`config.mk`:
```
export PLATFORM = sky130hd
export DESIGN_NAME = cdma_correlator_bit_recovery
export DESIGN_NICKNAME = d
export VERILOG_FILES = /design/src/rtl/cbr_pkg.sv /design/src/rtl/cdma_correlator_bit_recovery.sv
export SDC_FILE = /design/constraint.sdc
export NUM_CORES = 2
export LEC_CHECK = 0
export BUFFER_PORTS_ARGS = -buffer_cell sky130_fd_sc_hd__clkbuf_2
export CAP_MARGIN = 20
export CORE_MARGIN = 2
export CORE_UTILIZATION = 50
export CTS_CLUSTER_DIAMETER = 100
export DETAILED_ROUTE_END_ITERATION = 10
export PLACE_DENSITY = 0.67
export SLEW_MARGIN = 5
export SYNTH_ARGS = -nofsm -noshare
export SYNTH_HDL_FRONTEND = slang
export SYNTH_SLANG_ARGS = --single-unit
```
`constraint.sdc`:
```
create_clock -name clock -period 5.1 [get_ports clock]
set_input_delay 0.765 -clock clock [delete_from_list [all_inputs] [get_ports clock]]
set_output_delay 0.765 -clock clock [all_outputs]
set_load 0.1 [all_outputs]
```
`src/rtl/cbr_pkg.sv`:
```
`timescale 1ns / 1ps
// ----------------------------------------------------------------------------
// cbr_pkg
// Shared types and constants for the CDMA correlator bit recovery block.
// ----------------------------------------------------------------------------
package cbr_pkg;

   localparam int CODE_W  = 16;
   localparam int SCORE_W = 29;

   typedef enum logic [2:0] {
      ST_CLEAR,
      ST_IDLE,
      ST_RUN,
      ST_DRAIN,
      ST_DONE
   } state_type;

endpackage
// ----------------------------------------------------------------------------

```
`src/rtl/cdma_correlator_bit_recovery.sv`:
```
`timescale 1ns / 1ps
// ----------------------------------------------------------------------------
// cdma_correlator_bit_recovery
// Bank of N = CODE_LENGTH*OVERSAMPLE despreading correlators with bit recovery.
//
// Usage:
//   req_* carries one line sample per request (valid/stall). The block raises
//   req_stall while it works on a request, so a new request waits until the
//   last is through: N channel reads through a shared read-update-square-
//   accumulate pipeline over the channel state memory, pipeline drain, one
//   decision step (held while the output is stalled) and a return to idle.
//   rsp_* carries a result (valid/stall) only on a rising edge of the clock
//   vote, from the decision step for its request; otherwise a request
//   produces nothing. A held result sits in the output register; if a new
//   result is due while rsp_stall holds the old one, the block waits in its
//   decision step until the output frees up.
//   csr_* writes the spread code; csr_ready is always high. Write it only
//   while the block is idle.
//   Reset (synchronous, active high) starts a clearing pass over all N channels
//   that loads every channel's start phase; requests are stalled during it.
// ----------------------------------------------------------------------------
module cdma_correlator_bit_recovery #(
   parameter int CODE_LENGTH = 16,
   parameter int OVERSAMPLE  = 3
) (
   input  logic                                clock,
   input  logic                                reset,
   input  logic                                req_valid,
   output logic                                req_stall,
   input  logic                                req_sample_bit,
   output logic                                rsp_valid,
   input  logic                                rsp_stall,
   output logic                                rsp_received_bit,
   output logic signed [cbr_pkg::SCORE_W-1:0]  rsp_data_score,
   output logic signed [cbr_pkg::SCORE_W-1:0]  rsp_clock_score,
   input  logic                                csr_valid,
   output logic                                csr_ready,
   input  logic        [cbr_pkg::CODE_W-1:0]   csr_spread_code
);

   localparam int NCH   = CODE_LENGTH * OVERSAMPLE;
   localparam int HALF  = NCH / 2;
   localparam int AW    = $clog2(NCH);
   localparam int PW    = $clog2(NCH + 1);
   localparam int CW    = $clog2(CODE_LENGTH + 1);
   localparam int OPW   = $clog2(OVERSAMPLE + 1);
   localparam int WW    = 4 * PW;
   localparam int ACCW  = (5 * PW + 1 > cbr_pkg::SCORE_W) ? 5 * PW + 1 : cbr_pkg::SCORE_W;

   typedef struct packed {
      logic [PW-1:0]  pos;
      logic [PW-1:0]  hi;
      logic [PW-1:0]  lo;
      logic [PW-1:0]  distance;
      logic           bit_val;
      logic [CW-1:0]  chip;
      logic [OPW-1:0] phase;
   } chan_type;

   chan_type mem [NCH];

   cbr_pkg::state_type state_ff, state_in;

   logic [cbr_pkg::CODE_W-1:0] code_ff;
   logic [AW-1:0]              idx_ff, idx_in;
   logic [CW-1:0]              ichip_ff, ichip_in;
   logic [OPW-1:0]             iphase_ff, iphase_in;
   logic                       sample_ff, sample_in;
   logic                       seen_ff, seen_in;

   chan_type                   rdata_ff;
   logic [AW-1:0]              ridx_ff;
   logic                       v_rd_ff, v_rd_in;
   logic [2*PW-1:0]            sq_ff;
   logic                       dbit2_ff, cflag2_ff, v_sq_ff;
   logic [WW-1:0]              w_ff;
   logic                       dbit3_ff, cflag3_ff, v_w_ff;
   logic signed [ACCW-1:0]     acc_data_ff, acc_clk_ff;

   logic                       rsp_valid_ff, rsp_valid_in;
   logic                       rsp_bit_ff;
   logic [cbr_pkg::SCORE_W-1:0] rsp_data_ff, rsp_clk_ff;

   logic     accept;
   logic     issue;
   logic     clr_we;
   logic     load_out;
   logic     emit;
   logic     clk_pos;
   logic     clk_neg;
   logic     out_free;
   chan_type upd;
   chan_type init_word;
   logic [CW+3:0] chip_x;
   logic     code_bit;
   logic     cflag;
   logic signed [ACCW-1:0] w_s;

   assign accept    = req_valid && !req_stall;
   assign req_stall = (state_ff != cbr_pkg::ST_IDLE);
   assign csr_ready = 1'b1;

   // Channel update for the word read last cycle
   always_comb begin
      upd = rdata_ff;
      if (upd.pos >= PW'(NCH)) begin
         upd.bit_val  = (rdata_ff.hi > rdata_ff.lo);
         upd.distance = (rdata_ff.hi > rdata_ff.lo) ? rdata_ff.hi - rdata_ff.lo
                                                    : rdata_ff.lo - rdata_ff.hi;
         upd.pos      = '0;
         upd.hi       = '0;
         upd.lo       = '0;
         upd.chip     = '0;
         upd.phase    = '0;
      end
      chip_x   = (CW + 4)'(upd.chip);
      code_bit = (chip_x < (CW + 4)'(16)) ? code_ff[chip_x[3:0]] : 1'b0;
      if (sample_ff == code_bit) begin
         upd.hi = upd.hi + PW'(1);
      end else begin
         upd.lo = upd.lo + PW'(1);
      end
      upd.pos = upd.pos + PW'(1);
      if (upd.phase == OPW'(OVERSAMPLE - 1)) begin
         upd.phase = '0;
         upd.chip  = upd.chip + CW'(1);
      end else begin
         upd.phase = upd.phase + OPW'(1);
      end
      cflag = (upd.pos > PW'(HALF));
   end

   always_comb begin
      init_word         = '0;
      init_word.pos     = PW'(idx_ff);
      init_word.chip    = ichip_ff;
      init_word.phase   = iphase_ff;
   end

   assign w_s      = $signed({{(ACCW - WW){1'b0}}, w_ff});
   assign clk_pos  = !acc_clk_ff[ACCW-1] && (acc_clk_ff != '0);
   assign clk_neg  = acc_clk_ff[ACCW-1];
   assign emit     = !seen_ff && clk_pos;
   assign out_free = !rsp_valid_ff || !rsp_stall;

   // Sequencer
   always_comb begin
      state_in     = state_ff;
      idx_in       = idx_ff;
      ichip_in     = ichip_ff;
      iphase_in    = iphase_ff;
      sample_in    = sample_ff;
      seen_in      = seen_ff;
      issue        = 1'b0;
      clr_we       = 1'b0;
      load_out     = 1'b0;
      case (state_ff)
         cbr_pkg::ST_CLEAR: begin
            clr_we = 1'b1;
            if (iphase_ff == OPW'(OVERSAMPLE - 1)) begin
               iphase_in = '0;
               ichip_in  = ichip_ff + CW'(1);
            end else begin
               iphase_in = iphase_ff + OPW'(1);
            end
            if (idx_ff == AW'(NCH - 1)) begin
               idx_in   = '0;
               state_in = cbr_pkg::ST_IDLE;
            end else begin
               idx_in = idx_ff + AW'(1);
            end
         end
         cbr_pkg::ST_IDLE: begin
            if (accept) begin
               sample_in = req_sample_bit;
               idx_in    = '0;
               state_in  = cbr_pkg::ST_RUN;
            end
         end
         cbr_pkg::ST_RUN: begin
            issue = 1'b1;
            if (idx_ff == AW'(NCH - 1)) begin
               idx_in   = '0;
               state_in = cbr_pkg::ST_DRAIN;
            end else begin
               idx_in = idx_ff + AW'(1);
            end
         end
         cbr_pkg::ST_DRAIN: begin
            if (!v_rd_ff && !v_sq_ff && !v_w_ff) begin
               state_in = cbr_pkg::ST_DONE;
            end
         end
         cbr_pkg::ST_DONE: begin
            if (emit) begin
               if (out_free) begin
                  load_out = 1'b1;
                  seen_in  = 1'b1;
                  state_in = cbr_pkg::ST_IDLE;
               end
            end else begin
               if (seen_ff && clk_neg) begin
                  seen_in = 1'b0;
               end
               state_in = cbr_pkg::ST_IDLE;
            end
         end
         default: begin
            state_in = cbr_pkg::ST_IDLE;
         end
      endcase
   end

   assign v_rd_in = issue;

   always_comb begin
      rsp_valid_in = rsp_valid_ff;
      if (rsp_valid_ff && !rsp_stall) begin
         rsp_valid_in = 1'b0;
      end
      if (load_out) begin
         rsp_valid_in = 1'b1;
      end
   end

   always_ff @(posedge clock) begin
      if (reset) begin
         state_ff     <= cbr_pkg::ST_CLEAR;
         idx_ff       <= '0;
         ichip_ff     <= '0;
         iphase_ff    <= '0;
         seen_ff      <= 1'b0;
         code_ff      <= '0;
         v_rd_ff      <= 1'b0;
         v_sq_ff      <= 1'b0;
         v_w_ff       <= 1'b0;
         rsp_valid_ff <= 1'b0;
      end else begin
         state_ff     <= state_in;
         idx_ff       <= idx_in;
         ichip_ff     <= ichip_in;
         iphase_ff    <= iphase_in;
         seen_ff      <= seen_in;
         v_rd_ff      <= v_rd_in;
         v_sq_ff      <= v_rd_ff;
         v_w_ff       <= v_sq_ff;
         rsp_valid_ff <= rsp_valid_in;
         if (csr_valid && csr_ready) begin
            code_ff <= csr_spread_code;
         end
      end
   end

   // Channel state memory
   always_ff @(posedge clock) begin
      if (clr_we) begin
         mem[idx_ff] <= init_word;
      end else if (v_rd_ff) begin
         mem[ridx_ff] <= upd;
      end
      if (issue) begin
         rdata_ff <= mem[idx_ff];
         ridx_ff  <= idx_ff;
      end
   end

   // Square, fourth power, accumulate
   always_ff @(posedge clock) begin
      sample_ff <= sample_in;
      sq_ff     <= (2 * PW)'(upd.distance) * (2 * PW)'(upd.distance);
      dbit2_ff  <= upd.bit_val;
      cflag2_ff <= cflag;
      w_ff      <= WW'(sq_ff) * WW'(sq_ff);
      dbit3_ff  <= dbit2_ff;
      cflag3_ff <= cflag2_ff;
      if (accept) begin
         acc_data_ff <= '0;
         acc_clk_ff  <= '0;
      end else if (v_w_ff) begin
         acc_data_ff <= dbit3_ff  ? acc_data_ff + w_s : acc_data_ff - w_s;
         acc_clk_ff  <= cflag3_ff ? acc_clk_ff + w_s  : acc_clk_ff - w_s;
      end
      if (load_out) begin
         rsp_bit_ff  <= !acc_data_ff[ACCW-1] && (acc_data_ff != '0);
         rsp_data_ff <= acc_data_ff[cbr_pkg::SCORE_W-1:0];
         rsp_clk_ff  <= acc_clk_ff[cbr_pkg::SCORE_W-1:0];
      end
   end

   assign rsp_valid        = rsp_valid_ff;
   assign rsp_received_bit = rsp_bit_ff;
   assign rsp_data_score   = $signed(rsp_data_ff);
   assign rsp_clock_score  = $signed(rsp_clk_ff);

   a_rsp_from_done: assert property (@(posedge clock) disable iff (reset)
      $rose(rsp_valid_ff) |-> $past(state_ff == cbr_pkg::ST_DONE))
      else $error("result raised outside decision step");

   a_rsp_sets_seen: assert property (@(posedge clock) disable iff (reset)
      $rose(rsp_valid_ff) |-> seen_ff)
      else $error("result emitted without clock flag set");

   a_idle_pipe_empty: assert property (@(posedge clock) disable iff (reset)
      (state_ff == cbr_pkg::ST_IDLE) |-> !(v_rd_ff || v_sq_ff || v_w_ff))
      else $error("channel pipeline busy while idle");

   a_accept_runs: assert property (@(posedge clock) disable iff (reset)
      (req_valid && !req_stall) |=> (state_ff == cbr_pkg::ST_RUN))
      else $error("accepted request did not start channel sweep");

endmodule
// ----------------------------------------------------------------------------

```
======== Yosys cells after proc, flatten, opt, wreduce, memory -nomap -nowiden ========
Memories as Yosys holds them, arrays and structs flattened. A register that Yosys moved wholly into a read port is not among the register bits.
Index checks and enable logic that the tools add are counted.
storage, ports and cells
  register bits after elaboration ......... 205
  bits in latches ......................... 0
  RAM bits ................................ 1536
  ROM bits ................................ 0
  input bits .............................. 22
  output and inout port bits .............. 62
  logic and storage cells ................. 131
  memories ................................ 1
memories
  memory  depth  bits a word  read ports  clocked after memory_dff  write ports  RTL line                            source
  mem     48     32           1           1                         1            cdma_correlator_bit_recovery.sv:60  chan_type mem [NCH];
operators by class
  $add $sub $neg .......................... 14
  multiply operators ...................... 2
  divide/modulo/power cells ............... 0
  order comparisons ....................... 5
  equality and inequality tests ........... 15
  shift-type cells ........................ 0
  muxes and demuxes ....................... 40
  bitwise gates (word level) .............. 0
  reductions and logical operators ........ 31
operators by type and width
  operator             count
  $mux 32              2
  $add 31x25->31       2
  $mux 31              2
  $reduce_bool 31->1   2
  $sub 31x25->31       2
  $mux 6               6
  $reduce_or 32->1     1
  $add 6x1->6 const B  4
  $mul 12x12->24       1
  $mux 1               18
  $mux 3               6
  $pmux 3 s5           1
  $mul 6x6->12         1
  $pmux 6 s2           1
  $sub 6x6->6          2
  $add 5x1->5 const B  2
  $logic_not 1->1      9
  $logic_and 1x1->1    8
  $ne 2x2->1 const B   4
  $eq 3x2->1 const B   2
  $eq 6x6->1 const B   1
  $ge 6x6->1 const B   1
  $gt 6x5->1 const B   1
  $gt 6x6->1           1
  20 further kinds     27

======== Longest topological paths before layout ========
  depth after elaboration ................. 9
  mapped depth ............................ 27
  gate-level depth less buffers ........... 26

======== Least setup slack after synthesis ========
No wires, ideal clock.
  kind .................................... register to register
  start point ............................. register, netlist name rdata_ff[20]
  end point ............................... register sq_ff[10]
  setup time .............................. 0.072 ns
  data arrival time ....................... 5.561 ns
  required time ........................... 5.028 ns
  setup slack ............................. -0.534 ns
  cell stages (with the launch flop) ...... 27
  path buffers ............................ 1
  period minus slack after synthesis ...... 5.634 ns
  cells stage by stage .................... edfxtp_1 inv_1 ha_1 inv_1 fa_1 a21o_1 a21o_1 a21o_1 a21o_1 and2_1 buf_2 o21ai_1 xnor2_1 a21o_1 or2_1 fa_1 fa_1 inv_1 fa_1 ha_1 and3_1 o21a_1 o21ai_0 nor2b_1 o21bai_1 a21oi_1 xnor2_1
between the ends
  word-level cells in the longest chain between the ends .. 4
  elaborated cells between the ends (all ways) .. 6
  those cells by class .................... add/sub (2); mul (1); order compare (1); mux (2)
ends and longest elaborated chain
  what                                 RTL line                             source
  $sub 6x6->6 (tied with other cells)  cdma_correlator_bit_recovery.sv:109  : rdata_ff.lo - rdata_ff.hi;
  $mux 6 (*)                           cdma_correlator_bit_recovery.sv:108  upd.distance = (rdata_ff.hi > rdata_ff.lo) ? rdata_ff.hi - rdata_ff.lo
  $mux 32 (*)                          cdma_correlator_bit_recovery.sv:106  if (upd.pos >= PW'(NCH)) begin
  $mul 6x6->12 (*)                     cdma_correlator_bit_recovery.sv:270  sq_ff <= (2 * PW)'(upd.distance) * (2 * PW)'(upd.distance);
  to (signal assigned)                 cdma_correlator_bit_recovery.sv:270
  to (decl)                            cdma_correlator_bit_recovery.sv:74   logic [2*PW-1:0] sq_ff;
Every way passes the cells marked *; elsewhere a longest branch is shown, timed or not.
A chain may end at the register's enable or synchronous reset.

======== Worst setup path in the final report ========
  start point ............................. register, netlist name rdata_ff[20]
  end point ............................... register sq_ff[8]
between the ends
  word-level cells in the longest chain between the ends .. 4
  elaborated cells between the ends (all ways) .. 6
  those cells by class .................... add/sub (2); mul (1); order compare (1); mux (2)
ends and longest elaborated chain
  what                                 RTL line
  $sub 6x6->6 (tied with other cells)  cdma_correlator_bit_recovery.sv:109
  $mux 6 (*)                           cdma_correlator_bit_recovery.sv:108
  $mux 32 (*)                          cdma_correlator_bit_recovery.sv:106
  $mul 6x6->12 (*)                     cdma_correlator_bit_recovery.sv:270
Marked as above.

==> qor.yml <==
outcome: "complete, but fails checks"
violations: "design-rule violations, negative setup slack"
worstReg2RegStart: "rdata_ff[20]"
yosys_warnings: 0
antenna_found_initial: 9
start_util_pct: 50.4
dpl.hpwl_mm: 107
hold_depth: 1
ant_nets: 0
synth_edf_count: 1634
cts_buffers: 176
worstHoldEndpoint: "sample_ff"
rrSetupSlack_ns: -0.35
place.gp.congestion: 0.848
drc: 1
synth_seq_area_share_pct: 68.5
fin_crit_sh_pct: 107
synth_area_leaders: "edfxtp_1 65%, mux4_2 14%, dfxtp_1 3.6%"
ys_async_sr_fraction_pct: 0
slew_violations: 0
dr.pass1.iters: 11
grt_usage_pct: 23.4
core_area_um2: 150000
die_area_um2: 154000
ys_types: 77
die_x_um: 393
htree_levels: 4
cts_root_buf: "clkbuf_16"
drive_above_1_share_pct: 25.2
fillers: 10953
avgSynthCellArea_um2: 18.1
tritoncts: "built"
end_kind: "flop"
leakagePower_nw: 27.7
dieHeight_um: 393
layout_min_cycle_time_ns: 5.45
setup_viol: 4
num_vias: 39618
fin_tns_setup_ns: -1.03
maxSlewHeadroom_pct: 27.7
cp.required_ns: 5.78
num-nets-final: 4729
met1Wirelength_mm: 73.6
grt_pass1_vias: 39677
overflow: 0
drv_cap: 0
rows: 142
via_per_inst: 5.98
arrival_ns: 6.13
cts.path.max_buffers: 3
reg2reg_to: "sq_ff[8]"
min_from: "req_sample_bit"
crit_top_cell: "a21o_1"
setup.worst_path.class: "reg2reg"
synthesis.area_um2: 75700
area.growth.synth_to_final_pct: 14.3
drtIter0Drc: 3843
hold_viol_final: 0
synthCells: 4173
ir_drop_mv: 1.34
holdCritPathClass: "in2reg"
fin_worst_skew_ns: 0.0562
synth_area_leader_cell: "edfxtp_1"
wl_met2_mm: 85.8
crit_path_max_fanout: 4
yosysMostFrequentCell: "edfxtp_1"
wl_mm: 177
wl_per_cell_um: 26.7
clkLatencyLatePin_ns: 0.83
num_io_pins: 84
highest_layer: "met4"
p_per_area_nw_per_um2: 668
worst_pin_slew_ns: 1.08
synth_common_cells: "1634 x edfxtp_1, 480 x mux4_2, 260 x nor2_1, 171 x inv_1, 160 x nand2_1"
worstSetupStartpoint: "rdata_ff[20]"
synth_seq_cells: 1771
clk_pin_slew_ns: 0.06
grt_first_pass_wirelength_mm: 263
synth_top_cell_area_share_pct: 64.8
rr_worst_depth: 25
rsz0062_at_grt: "true"
cpMaxStageDelayCell: "fa_2"
numPortBuffers: 82
stdcell_count: 6620
synth_top_flop_cell: "edfxtp_1"
wl_met3_mm: 13.6
fmax_mhz: 183
slowest_delay_ns: 0.56
crit_path_start_kind: "flop"
clkSinkCount: 1771
setup_slack_ns: -0.354
grt_max_degree: 81
placed_cells: 6301
-- registers in the layout (all words and copies together), names as in the netlist, 2 cells and up --
| register | cells |
|---|---|
| state_ff | 3 |
| iphase_ff | 2 |
| w_ff | 23 |
| acc_data_ff | 31 |
| mem | 1536 |
| rsp_data_score | 29 |
| sq_ff | 11 |
| rsp_clock_score | 29 |
| code_ff | 16 |
| idx_ff | 6 |
| rdata_ff | 32 |
| acc_clk_ff | 31 |
| ridx_ff | 6 |
| ichip_ff | 5 |
-- routing by layer --
metal | vias up | track usage [%]
met5 | - | 0
met4 | 0 | 5.72
met3 | 218 | 4.06
met2 | 1478 | 37.6
met1 | 20817 | 33.6
li1 | 17105 | -
-- per-stage QoR --
step	setup slack, ns	utilization [%]	instance area, um2	hold slack [ns]	total power, mW
finish	-0.354	57.6	86500	0.145	57.8
CTS	-0.407	57.6	86400	0.0856	57.9
detailed placement	-0.483	53.8	80800	0.328	45.1
global placement	-0.434	53.8	80800	0.325	44.6
floorplan	-0.323	-	75800	0.310	37.6
global route	-0.564	57.6	86500	0.116	61.9
-- final cells by class --
cell class / count / area (um2) / area share [%]
inverter: 173 / 649 / 0.750
antenna: 1 / 2.50 / 0.00289
timing repair buffer: 299 / 2810 / 3.24
tap: 2016 / 2520 / 2.92
multi-input combinational: 2050 / 23100 / 26.7
clock buffer: 220 / 4600 / 5.32
clock inverter: 90 / 967 / 1.12
sequential: 1771 / 51800 / 59.9
-- report_power, final --
group	switching [mW]	leakage, nW	internal [mW]
Sequential	0.928	14.8	17.6
Combinational	14.5	10.2	12.2
Clock	5.46	2.70	7.13
-- cells by family after synthesis --
logic type	count (synthesis)	synth area share, %
adders and majority gates	236	4.80
and+or+nand+nor	684	4.26
DFF	1771	68.5
buffers and inverters	369	1.92
other	2	0.00992
AOI/OAI and AO/OA	391	3.27
xor gates and xnor gates	132	1.54
muxes	588	15.7
-- worst max path at each step --
stage / to / slack (ns) / cells past startpoint
floorplan: sq_ff[10] / -0.32 / 27
global placement: sq_ff[10] / -0.43 / 24
detailed placement: sq_ff[10] / -0.48 / 24
CTS: sq_ff[10] / -0.41 / 24
global route: sq_ff[8] / -0.56 / 25
finish: sq_ff[8] / -0.35 / 25
-- worst max-delay path, delay by kind of cell, from the launching register on --
| family | cells | cell delay [ns] |
|---|---|---|
| flops | 1 | 0.40 |
| xor+xnor | 1 | 0.12 |
| fa+ha+maj | 6 | 2.19 |
| compound gates | 9 | 1.54 |
| buf+inv | 6 | 0.53 |
| simple gates | 3 | 0.56 |
-- timing repair --
action,4_1_cts,5_1_grt
setup endpoints to repair,9,11
gates resized for setup,13,15
pin swaps,13,4
setup buffers,4,6
hold buffers,0,0
-- cells in the final DEF, fill, tap and decap left out, types with 18 or more instances in the layout --
cell,Yosys,routed
edfxtp_1,1634,1634
mux4_2,480,480
nor2_1,260,201
clkbuf_16,0,177
inv_1,171,167
nand2_1,160,158
buf_4,2,155
ha_1,146,144
dfxtp_1,137,126
a21oi_1,115,106
mux2i_1,101,97
fa_1,90,88
o21ai_0,96,87
clkbuf_2,0,82
xor2_1,73,73
buf_12,0,59
xnor2_1,58,56
nor2_4,0,49
a21o_1,48,48
and2_1,44,42
clkbuf_1,132,42
nand3_1,41,41
nor3_1,34,34
clkinv_1,0,31
clkinv_2,0,24
nor2b_1,22,21
nand4_1,20,20
conb_1,2,19
nor4_1,18,18
Note: power is estimated with default switching activity, not from simulation.
